<file path="config.mk">
export PLATFORM = sky130hd
export DESIGN_NAME = rmq_sqrt_pipe
export DESIGN_NICKNAME = d
export VERILOG_FILES = /design/src/design/rmq_pkg.sv /design/src/design/rmq_sqrt_pipe.sv
export SDC_FILE = /design/constraint.sdc
export NUM_CORES = 1
export LEC_CHECK = 0
export ABC_CLOCK_PERIOD_IN_PS = 3700
export BUFFER_PORTS_ARGS = -buffer_cell sky130_fd_sc_hd__buf_2
export CAP_MARGIN = 30
export CORE_ASPECT_RATIO = 1.1
export CORE_MARGIN = 4
export CORE_UTILIZATION = 50
export DETAILED_ROUTE_END_ITERATION = 10
export GPL_ROUTABILITY_DRIVEN = 0
export PLACE_DENSITY = 0.66
export SLEW_MARGIN = 20
export SYNTH_ARGS = -nofsm -noshare
export SYNTH_HDL_FRONTEND = slang
export SYNTH_SLANG_ARGS = --single-unit
</file>
<file path="constraint.sdc">
create_clock -name i_clk -period 3.7 [get_ports i_clk]
set_clock_uncertainty 0.2 [all_clocks]
set_input_delay 0.74 -clock i_clk [delete_from_list [all_inputs] [get_ports i_clk]]
set_output_delay 0.74 -clock i_clk [all_outputs]
set_load 0.005 [all_outputs]
</file>
<file path="src/design/rmq_pkg.sv">
// rmq_pkg: shared constants, control struct and width helpers for the
// rotation matrix to quaternion unit; no dependencies
package rmq_pkg;

    localparam int RMQ_FRAC_BITS = 14;   // default fraction bits
    localparam int RMQ_IN_W      = 16;   // matrix element and quaternion width
    localparam int RMQ_NUM_W     = 17;   // width of a sum or difference of two elements
    localparam int RMQ_Q_MAX     = 32767;
    localparam int RMQ_Q_MIN_MAG = 32768;

    // branch select: largest diagonal element, or the trace branch
    localparam logic [1:0] SEL_I0    = 2'd0;
    localparam logic [1:0] SEL_I1    = 2'd1;
    localparam logic [1:0] SEL_I2    = 2'd2;
    localparam logic [1:0] SEL_TRACE = 2'd3;

    typedef struct packed {
        logic       vld;
        logic [1:0] sel;
    } t_ctl;

    // width of the clamped radicand
    function automatic int f_rad_w(input int frac);
        return ((frac > RMQ_NUM_W) ? frac : RMQ_NUM_W) + 1;
    endfunction

    // width of the integer square root of radicand << frac
    function automatic int f_root_w(input int frac);
        return (f_rad_w(frac) + frac + 1) / 2;
    endfunction

endpackage

</file>
<file path="src/design/rmq_sqrt_pipe.sv">
// rmq_sqrt_pipe: pipelined restoring square root, one root bit per stage,
// with the branch control and numerators riding along; uses rmq_pkg
module rmq_sqrt_pipe #(
    parameter int  FRAC_BITS = rmq_pkg::RMQ_FRAC_BITS,
    localparam int RAD_W     = rmq_pkg::f_rad_w(FRAC_BITS),
    localparam int ROOT_W    = rmq_pkg::f_root_w(FRAC_BITS)
) (
    input  logic                                      i_clk,
    input  logic                                      i_rst_n,
    input  logic                                      i_en,
    input  rmq_pkg::t_ctl                             i_ctl,
    input  logic [RAD_W-1:0]                          i_rad,
    input  logic [2:0][rmq_pkg::RMQ_NUM_W-1:0]        i_num,
    output rmq_pkg::t_ctl                             o_ctl,
    output logic [ROOT_W-1:0]                         o_root,
    output logic [2:0][rmq_pkg::RMQ_NUM_W-1:0]        o_num
);
    import rmq_pkg::*;

    localparam int SQ_W  = 2 * ROOT_W;
    localparam int REM_W = ROOT_W + 2;

    t_ctl                       a_ctl  [ROOT_W+1];
    logic [REM_W-1:0]           a_rem  [ROOT_W+1];
    logic [ROOT_W-1:0]          a_root [ROOT_W+1];
    logic [SQ_W-1:0]            a_x    [ROOT_W+1];
    logic [2:0][RMQ_NUM_W-1:0]  a_num  [ROOT_W+1];

    assign a_ctl[0]  = i_ctl;
    assign a_rem[0]  = '0;
    assign a_root[0] = '0;
    assign a_x[0]    = SQ_W'(i_rad) << FRAC_BITS;
    assign a_num[0]  = i_num;

    for (genvar s = 0; s < ROOT_W; s++) begin : g_stage
        logic [REM_W-1:0]          n_rem;
        logic [ROOT_W-1:0]         n_root;
        logic [REM_W-1:0]          rem_sh;
        logic [REM_W-1:0]          trial;
        logic                      ge;
        t_ctl                      r_ctl;
        logic [REM_W-1:0]          r_rem;
        logic [ROOT_W-1:0]         r_root;
        logic [SQ_W-1:0]           r_x;
        logic [2:0][RMQ_NUM_W-1:0] r_num;

        always_comb begin
            rem_sh = {a_rem[s][REM_W-3:0], a_x[s][SQ_W-1 -: 2]};
            trial  = {a_root[s], 2'b01};
            ge     = (rem_sh >= trial);
            n_rem  = ge ? (rem_sh - trial) : rem_sh;
            n_root = {a_root[s][ROOT_W-2:0], ge};
        end

        always_ff @(posedge i_clk) begin
            if (!i_rst_n) begin
                r_ctl <= '0;
            end else if (i_en) begin
                r_ctl <= a_ctl[s];
            end
        end

        always_ff @(posedge i_clk) begin
            if (i_en) begin
                r_rem  <= n_rem;
                r_root <= n_root;
                r_x    <= a_x[s] << 2;
                r_num  <= a_num[s];
            end
        end

        assign a_ctl[s+1]  = r_ctl;
        assign a_rem[s+1]  = r_rem;
        assign a_root[s+1] = r_root;
        assign a_x[s+1]    = r_x;
        assign a_num[s+1]  = r_num;
    end

    assign o_ctl  = a_ctl[ROOT_W];
    assign o_root = a_root[ROOT_W];
    assign o_num  = a_num[ROOT_W];

endmodule

</file>
# Yosys cells after proc, flatten, opt, wreduce, memory -nomap -nowiden
# Cells that the tools add are included.
# op_classes
n_lt_le_gt_ge,16
n_addsub,15
mux,15
# op_table
op,count
$mux 16,14
$ge 18x10->1,1
$ge 18x11->1,1
$ge 18x12->1,1
$ge 18x13->1,1
$ge 18x14->1,1
$ge 18x15->1,1
$ge 18x16->1,1
$ge 18x17->1,1
$ge 18x3->1,1
$ge 18x4->1,1
$ge 18x5->1,1
$ge 18x6->1,1
$ge 18x7->1,1
$ge 18x8->1,1
$ge 18x9->1,1
$sub 16x10->16,1
$sub 16x11->16,1
$sub 16x12->16,1
$sub 16x13->16,1
$sub 16x14->16,1
$sub 16x15->16,1
$sub 16x16->16,1
$sub 16x3->16,1
other kinds (9),9
# totals
wordCells,172
input_bits,75
ff_bits,1299
output_inout_bits,70

# Depth between registers and ports, before layout
# Gate-level depths: netlist of run 1.
# depth
depth_word,2
depth_mapped,12
depth_no_buf,11

# Worst setup path before layout of run 1
# OpenSTA, ideal clock, no wires.
# synth_timing
path_type,register -> register
startpoint,register g_stage[13].r_root[0]
endpoint,"register g_stage[14].r_rem[10], data pin"
synth_period_minus_slack_ps,3125
setup_ps,260
path_slack_ps,575
arrival_time_ps,2666
required_ps,3240
path_stages_with_launch,13
path_buffers,1
cell_sequence,edfxtp_1 inv_1 ha_1 inv_1 fa_1 nor2b_1 o31a_1 o21ai_1 o21a_1 o21a_1 o21ai_2 buf_2 mux2_2
# synth_between
elab_chain_len,2
elab_cells_between_ends,3
cone_classes,add/sub: 1; order compare: 1; mux: 1
# synth_lines
element,line_no,text
"start, declared",rmq_sqrt_pipe.sv:43,logic [ROOT_W-1:0] r_root;
"start signal, assigned",rmq_sqrt_pipe.sv:66,r_root <= n_root;
$ge 18x16->1,rmq_sqrt_pipe.sv:50,ge = (rem_sh >= trial);
named net g_stage[14].ge,rmq_sqrt_pipe.sv:40,logic ge;
$mux 16,rmq_sqrt_pipe.sv:51,n_rem = ge ? (rem_sh - trial) : rem_sh;
named net g_stage[14].n_rem[10],rmq_sqrt_pipe.sv:36,logic [REM_W-1:0] n_rem;
"end signal, assigned",rmq_sqrt_pipe.sv:65,r_rem <= n_rem;
"end, declared",rmq_sqrt_pipe.sv:42,logic [REM_W-1:0] r_rem;
# The timed path passes the listed nets, and every way through them passes these cells.
# A chain may end at the register's enable or synchronous reset.

# Worst setup path in the final report of run 1
# layout_timing
startpoint,register g_stage[11].r_rem[0]
endpoint,"register g_stage[12].r_rem[5], data pin"
# layout_between
elab_chain_len,2
elab_cells_between_ends,3
cone_classes,add/sub: 1; order compare: 1; mux: 1
# layout_lines
element,line_no
"start, declared",rmq_sqrt_pipe.sv:42
"start signal, assigned",rmq_sqrt_pipe.sv:65
$sub 16x14->16 or $ge 18x14->1 (tied branches),"rmq_sqrt_pipe.sv:51, rmq_sqrt_pipe.sv:50"
$mux 16 (*),rmq_sqrt_pipe.sv:51
named net g_stage[12].n_rem[5],rmq_sqrt_pipe.sv:36
"end signal, assigned",rmq_sqrt_pipe.sv:65
"end, declared",rmq_sqrt_pipe.sv:42
# Mark *: on every way through the listed nets, which the timed path passes. The rest lies on a longest branch.

==> results.py, run 1 <==
metrics = {
    "run_status": {
        "status": "complete, no violations",
    },
    "detailed_routing": {
        "ant_nets": 0,
        "drc": 0,
        "dr.pass1.iters": 6,
        "initialDrtViolationCount": 1367,
        "routed_via_density": 5.03,
        "post_drt_wl_per_cell_um": 15.0,
        "postRouteWirelength_mm": 65.9,
        "route.vias.total": 22000,
    },
    "final_layout": {
        "fin_util": 0.580,
        "drive_above_1_share": 0.132,
        "num_antenna_cells": 0,
        "final_nets": 3245,
        "areaGrowthSynthToFinish_pct": 14.4,
    },
    "clock_network": {
        "worstSkewPairLatency_ns": 0.71,
        "ctsResizeCount": 0,
        "ctsHoldBuffers": 67,
        "cts_root_buffer": "clkbuf_16",
        "cts.sink_count": 1290,
        "h-tree-depth": 4,
        "cts_tree": "yes",
        "numCtsBuffers": 130,
        "cts_setup_buffers": 0,
        "cts_buffer_depth": 3,
        "path_clk_slew_ns": 0.06,
    },
    "timing": {
        "slew_viol_final": 0,
        "worst_pin_slew_ns": 0.816,
        "rsz0062_at_grt": "false",
        "min_period_ns": 3.31,
        "fin_crit_sh": 0.893,
        "tns_ns": 0,
        "finalSetupViolations": 0,
        "slew_headroom": 0.451,
        "fmax_mhz": 303,
        "hold_violations": 0,
    },
    "critical_path": {
        "crit_required_ns": 3.94,
        "critical_path_arrival_ns": 3.54,
        "end_kind": "flop",
        "path_class": "flop to flop",
        "path_cells": "ha_1 -> inv_1 -> fa_1 -> nor2b_1 -> o31a_1 -> o31a_1 -> o41a_1 -> o31ai_4 -> buf_4 -> o21ai_0",
        "max_stage_delay_ns": 0.43,
        "rr_startpoint": "g_stage[11].r_rem[0]",
        "crit_fanout": 18,
        "cpMostUsedCell": "o31a_1",
        "critPathLaunchType": "flop",
        "critPathSlowestCell": "edfxtp_1",
        "rr_worst_depth": 10,
        "startpoint": "g_stage[11].r_rem[0]",
    },
    "global_routing": {
        "grt_max_degree": 123,
        "antenna_found_initial": 0,
        "grt_util_all_layers": 0.133,
        "grt_pass1_vias": 23200,
        "grt_pass1_wl_mm": 110,
        "grt-ovfl-total": 0,
    },
    "yosys": {
        "syn_nets": 2941,
        "syn_area_mm2": 0.0480,
        "synth-main-ff-cell": "edfxtp_1",
        "async_flop_share": 0,
        "yosysUniqueCellTypes": 70,
        "yosysWarnings": 0,
        "synth_top_area_cell": "edfxtp_1",
        "ys_seq_area_frac": 0.797,
        "syn_inst": 2721,
        "synth_edf_count": 1242,
        "yosys.area.top_type_share": 0.777,
        "synth.area.top_cells": "edfxtp_1 78%, ha_1 3.6%, dfxtp_1 2.0%",
        "synth.ff_latch_count": 1290,
        "syn_avg_cell_area_um2": 17.6,
    },
    "placement": {
        "dpl.hpwl_mm": 41.3,
        "portBuffers": 144,
    },
    "min_path": {
        "min_from": "i_ctl[1]",
        "hp-class": "input pin to flop",
        "holdPathStages": 3,
    },
    "die": {
        "initial_core_util": 0.507,
        "rows": 118,
        "io_pins": 145,
        "die_y_um": 333,
        "die_w_um": 303,
        "dieArea_mm2": 0.101,
        "coreArea_mm2": 0.0948,
    },
    "run": {
        "maxCapViolations": 0,
    },
    "pwr": {
        "p_leak_nw": 20.2,
        "powerDensity_mw_per_mm2": 594,
        "ir_drop_uv": 388,
    },
}
[cell families after synthesis]
group	after synthesis	synth area share
DFF	1290	0.797
and+or+nand+nor	460	0.0488
buffers and inverters	262	0.0252
other	1	0.0000781
xor gates and xnor gates	139	0.0253
AOI/OAI and AO/OA	329	0.0445
muxes	95	0.0208
adders and majority gates	145	0.0387
[cells in the final DEF (no fill, tap or decap), drive strengths merged, types with 67 or more instances in the layout]
cell,instances
inv,183
ha,139
nand2,101
edfxtp,1242
clkbuf,168
dlygate4sd3,67
buf,185
xnor2,73
nor2,116
o21ai,86
a21oi,79
[layout make-up]
cell class              instances  area (um2)
fillers                      7086       39800
flip-flops and latches       1290       38300
multi-input cells            1169        8560
clock buffers                 168        3420
repair buffers                252        1860
well taps                    1260        1580
inverters                     182         683
clock inverters                63         577
[power by group]
part	internal (mW)	total, mW	switching [mW]
logic	1.23	2.72	1.49
clock network	6.82	12.1	5.24
registers	17.4	17.9	0.469
total	25.4	32.6	7.20
[critical path, delay by kind of cell (launching register included)]
family	cells	cell delay, ns
compound gates	5	1.53
fa+ha+maj	2	0.45
buf+inv	2	0.35
flops	1	0.43
simple gates	1	0.08
[registers in the layout, indices dropped and copies added (netlist names)]
signal / cells
g_stage.r_x: 72
a_num: 765
a_ctl: 45
o_ctl: 3
o_num: 51
o_root: 16
g_stage.r_root: 120
g_stage.r_rem: 218
[Yosys cell counts, types with 7 or more instances]
master	count
a211oi_1	9
a21o_1	36
a21oi_1	79
a31oi_1	7
and2_1	10
buf_4	54
clkbuf_1	16
dfxtp_1	48
edfxtp_1	1242
ha_1	139
inv_1	181
mux2_2	39
mux2i_1	56
nand2_1	101
nand2b_1	22
nand3_1	12
nand4_1	9
nor2_1	116
nor2b_1	66
nor3_1	45
nor4_1	23
o211ai_1	7
o21a_1	33
o21ai_0	79
o21bai_1	12
o31a_1	7
o31ai_1	12
or3_1	18
or4_1	9
xnor2_1	73
xor2_1	66
[routing by layer]
| layer | vias to the layer above | wire, um | track usage |
|---|---|---|---|
| li1 | 10800 | - | - |
| met1 | 10600 | 26100 | 0.153 |
| met2 | 432 | 34800 | 0.237 |
| met3 | 163 | 2880 | 0.0327 |
| met4 | 0 | 2110 | 0.0559 |
| met5 | - | 0 | 0 |
[per-stage QoR]
step           setup slack (ns)  total power [mW]  instances  instance area, um2  hold WS (ns)
2_1_floorplan             0.575              19.9       2721               48000         0.200
3_3_place_gp              0.523              20.6       4086               50300         0.200
3_5_place_dp              0.440              20.8       4086               50300         0.205
6_report                  0.395              32.6       4384               54900        0.0970
5_1_grt                   0.202              34.2       4384               54900        0.0508
4_1_cts                   0.419              33.1       4384               54900        0.0201
[worst paths after layout]
check / end / slack (ns)
worst min-delay path: a_ctl[46] / 0.1
worst max-delay path: g_stage[12].r_rem[5] / 0.39
worst max register to register: g_stage[12].r_rem[5] / 0.39
worst min register to register: a_num[78] / 0.19
No activity file was read; power rests on OpenSTA's default activity.
==> run 2: changes to the inputs <==
--- a/config.mk
+++ b/config.mk
@@ -5,6 +5,7 @@
 export SDC_FILE = /design/constraint.sdc
 export NUM_CORES = 1
 export LEC_CHECK = 0
+export ABC_AREA = 1
 export ABC_CLOCK_PERIOD_IN_PS = 3700
 export BUFFER_PORTS_ARGS = -buffer_cell sky130_fd_sc_hd__buf_2
 export CAP_MARGIN = 30
@@ -14,6 +15,7 @@
 export DETAILED_ROUTE_END_ITERATION = 10
 export GPL_ROUTABILITY_DRIVEN = 0
 export PLACE_DENSITY = 0.66
+export SKIP_CTS_REPAIR_TIMING = 1
 export SLEW_MARGIN = 20
 export SYNTH_ARGS = -nofsm -noshare
 export SYNTH_HDL_FRONTEND = slang
==> constraint.sdc (replaced) <==
create_clock -name i_clk -period 3.7 [get_ports i_clk]
set_clock_uncertainty 0.2 [all_clocks]
set_input_delay 0.74 -clock i_clk [delete_from_list [all_inputs] [get_ports i_clk]]
set_output_delay 0.74 -clock i_clk [all_outputs]
set_load 0.01 [all_outputs]
==> run 2 against run 1 <==
Against the previous run: sequential cell count stayed put; core utilization shrank 0.19 points; sequential share of layout area is 4.2 points lower; final cell count is 28% higher; global-route usage rose by 1.2 points; via count rose by 24%; first-iteration DRC count increased by 34%; maximum frequency grew 25%; wire length up 19%; count of clock-buffer cells in the layout down 8; largest cell class unchanged.
==> results.py, run 2 <==
metrics = {
    "run_status": {
        "status": "complete, no violations",
    },
    "timing": {
        "rsz0062_at_grt": "false",
        "hold_violations": 0,
        "min_period_ns": 2.65,
        "tns_ns": 0,
        "post-route-worst-setup-slack_ns": 1.05,
        "fin_crit_sh": 0.717,
        "slew_headroom": 0.516,
        "slew_viol_final": 0,
        "fmax_mhz": 377,
        "finalSetupViolations": 0,
        "worst_pin_slew_ns": 0.727,
    },
    "critical_path": {
        "crit_required_ns": 3.96,
        "critPathLaunchType": "flop",
        "end_kind": "flop",
        "cpMostUsedCell": "nand2_1",
        "critical_path_arrival_ns": 2.91,
        "crit_fanout": 16,
        "crit_family": "simple AND/OR/NAND/NOR gates",
        "path_class": "flop to flop",
        "critPathSlowestCell": "fa_1",
        "path_cells": "inv_1 -> ha_1 -> inv_1 -> fa_1 -> nand3b_1 -> nand3_1 -> nand2_1 -> nand2_1 -> nand2_1 -> nand2_2 -> inv_2 -> nand2_1 -> nand2_1",
        "critPathBufInv": 3,
        "max_stage_delay_ns": 0.41,
    },
    "yosys": {
        "syn_inst": 3848,
        "syn_avg_cell_area_um2": 13.3,
        "syn_nets": 4068,
        "yosys.area.top_type_share": 0.728,
        "syn_area_mm2": 0.0512,
        "synth_edf_count": 1242,
        "synth.ff_latch_count": 1290,
        "synth-main-ff-cell": "edfxtp_1",
        "synth_top_area_cell": "edfxtp_1",
        "yosysUniqueCellTypes": 49,
        "ys_seq_area_frac": 0.747,
        "yosysWarnings": 0,
        "synth.area.top_cells": "edfxtp_1 73%, nand2_1 6.2%, inv_1 3.6%",
        "synth_common_cells": "1242 x edfxtp_1, 853 x nand2_1, 488 x inv_1, 278 x nor2_1, 187 x nand3_1",
        "async_flop_share": 0,
        "yosysMostFrequentCell": "edfxtp_1",
    },
    "detailed_routing": {
        "ant_nets": 0,
        "post_drt_wl_per_cell_um": 13.9,
        "routed_via_density": 4.86,
        "route.vias.total": 27300,
        "initialDrtViolationCount": 1836,
        "dr.pass1.iters": 6,
        "drc": 0,
        "postRouteWirelength_mm": 78.1,
    },
    "pwr": {
        "ir_drop_uv": 434,
        "p_int_mw": 26.2,
        "pwr-share-comb": 0.097,
        "pwr-share-seq": 0.521,
        "p_switching_mw": 8.03,
        "clkPwrFrac": 0.381,
        "swShare": 0.235,
        "p_leak_nw": 23.5,
        "powerDensity_mw_per_mm2": 585,
        "finalPower_mw": 34.2,
    },
    "global_routing": {
        "grt_util_all_layers": 0.145,
        "grt_pass1_vias": 26500,
        "antenna_found_initial": 0,
        "grt_max_degree": 124,
        "grt-ovfl-total": 0,
        "grt_pass1_wl_mm": 127,
    },
    "die": {
        "coreArea_mm2": 0.101,
        "dieArea_mm2": 0.108,
        "initial_core_util": 0.506,
        "die_w_um": 313,
        "io_pins": 145,
        "rows": 122,
        "die_y_um": 344,
    },
    "placement": {
        "portBuffers": 144,
        "dp.cells": 5308,
        "dpl.hpwl_mm": 51.4,
        "dp_slack_ns": 1.09,
    },
    "final_layout": {
        "areaGrowthSynthToFinish_pct": 14.1,
        "nFillCells": 8035,
        "num_antenna_cells": 0,
        "final_cells": 5617,
        "drive_above_1_share": 0.123,
        "mostFrequentLayoutCells": "1242 x edfxtp_1, 853 x nand2_1, 488 x inv_1",
        "layout_commonest_cell": "edfxtp_1",
        "largest_reg_flops": 765,
        "final_nets": 4365,
    },
    "clock_network": {
        "cts_buffer_depth": 3,
        "h-tree-depth": 4,
        "path_clk_slew_ns": 0.06,
        "numCtsBuffers": 133,
        "cts_root_buffer": "clkbuf_16",
        "cts.sink_count": 1290,
        "worstSkewPairLatency_ns": 0.72,
        "cts_tree": "yes",
    },
    "run": {
        "maxCapViolations": 0,
    },
    "min_path": {
        "hp-class": "input pin to flop",
    },
}
==> run 2: cell types whose count changed after synthesis, moves of 32 or more <==
| cell | delta |
|---|---|
| nand3_1 | +175 |
| a21oi_2 | +40 |
| mux2_2 | -39 |
| inv_1 | +307 |
| nand2_1 | +752 |
| a21o_1 | -33 |
| xnor2_1 | -49 |
| nor2b_1 | -66 |
| nand4_1 | +38 |
| nor2_1 | +162 |
| mux2i_1 | -56 |
| nand2_2 | +32 |
==> run 2: worst paths after layout <==
check	startpoint	end	slack, ns	cells past startpoint
min	i_ctl[2]	a_ctl[47]	0.04	3
max reg2reg	g_stage[8].r_root[0]	g_stage[9].r_rem[10]	1.05	13
min reg2reg	a_num[224]	a_num[173]	0.21	0
max	g_stage[8].r_root[0]	g_stage[9].r_rem[10]	1.05	13
==> run 2: logic make-up after synthesis <==
| kind of cell | after synthesis | synth area share |
|---|---|---|
| AND/OR/NAND/NOR | 1487 | 0.125 |
| flip-flops | 1290 | 0.747 |
| adder cells (fa/ha/maj) | 145 | 0.0363 |
| XOR/XNOR | 76 | 0.0130 |
| AO/OA/AOI/OAI | 251 | 0.0293 |
| buffers and inverters | 598 | 0.0503 |
| other | 1 | 0.0000732 |
==> run 2: routing by layer <==
layer / share of wire / global-route usage / wire length [um] / vias to the layer above
met5: 0 / 0 / 0 / -
li1: - / - / - / 13700
met1: 0.41 / 0.177 / 32400 / 12800
met2: 0.50 / 0.251 / 39400 / 562
met4: 0.037 / 0.0659 / 2860 / 0
met3: 0.044 / 0.0311 / 3450 / 224
==> run 2: power by group through the flow <==
stage	Sequential, mW	Clock [mW]	Combinational, mW
floorplan	18.0	0	2.39
global route	17.9	14.2	3.83
global placement	18.1	0	3.18
finish	17.8	13.0	3.33
detailed placement	18.1	0	3.27
CTS	17.8	13.5	3.29
==> run 2: through the flow <==
| step | area [um2] | hold slack (ns) | util |
|---|---|---|---|
| floorplan | 51200 | 0.200 | - |
| global placement | 53500 | 0.200 | 0.528 |
| detailed placement | 53500 | 0.205 | 0.528 |
| CTS | 57800 | -0.0886 | 0.571 |
| global route | 58500 | 0.00193 | 0.578 |
| finish | 58500 | 0.0436 | 0.578 |
==> run 2: final cells by class <==
| cell class | instances | area [um2] | area share |
|---|---|---|---|
| flip-flops and latches | 1290 | 38300 | 0.654 |
| inverters | 511 | 1930 | 0.0330 |
| clock buffers | 160 | 3470 | 0.0594 |
| multi-input cells | 1960 | 10400 | 0.178 |
| repair buffers | 249 | 1810 | 0.0310 |
| clock inverters | 83 | 868 | 0.0149 |
| well taps | 1364 | 1710 | 0.0292 |
==> run 2: worst min-delay path, stage by stage <==
cell and delay [ns]:
buf_2 0.07, nor2_1 0.03, nor2_1 0.08
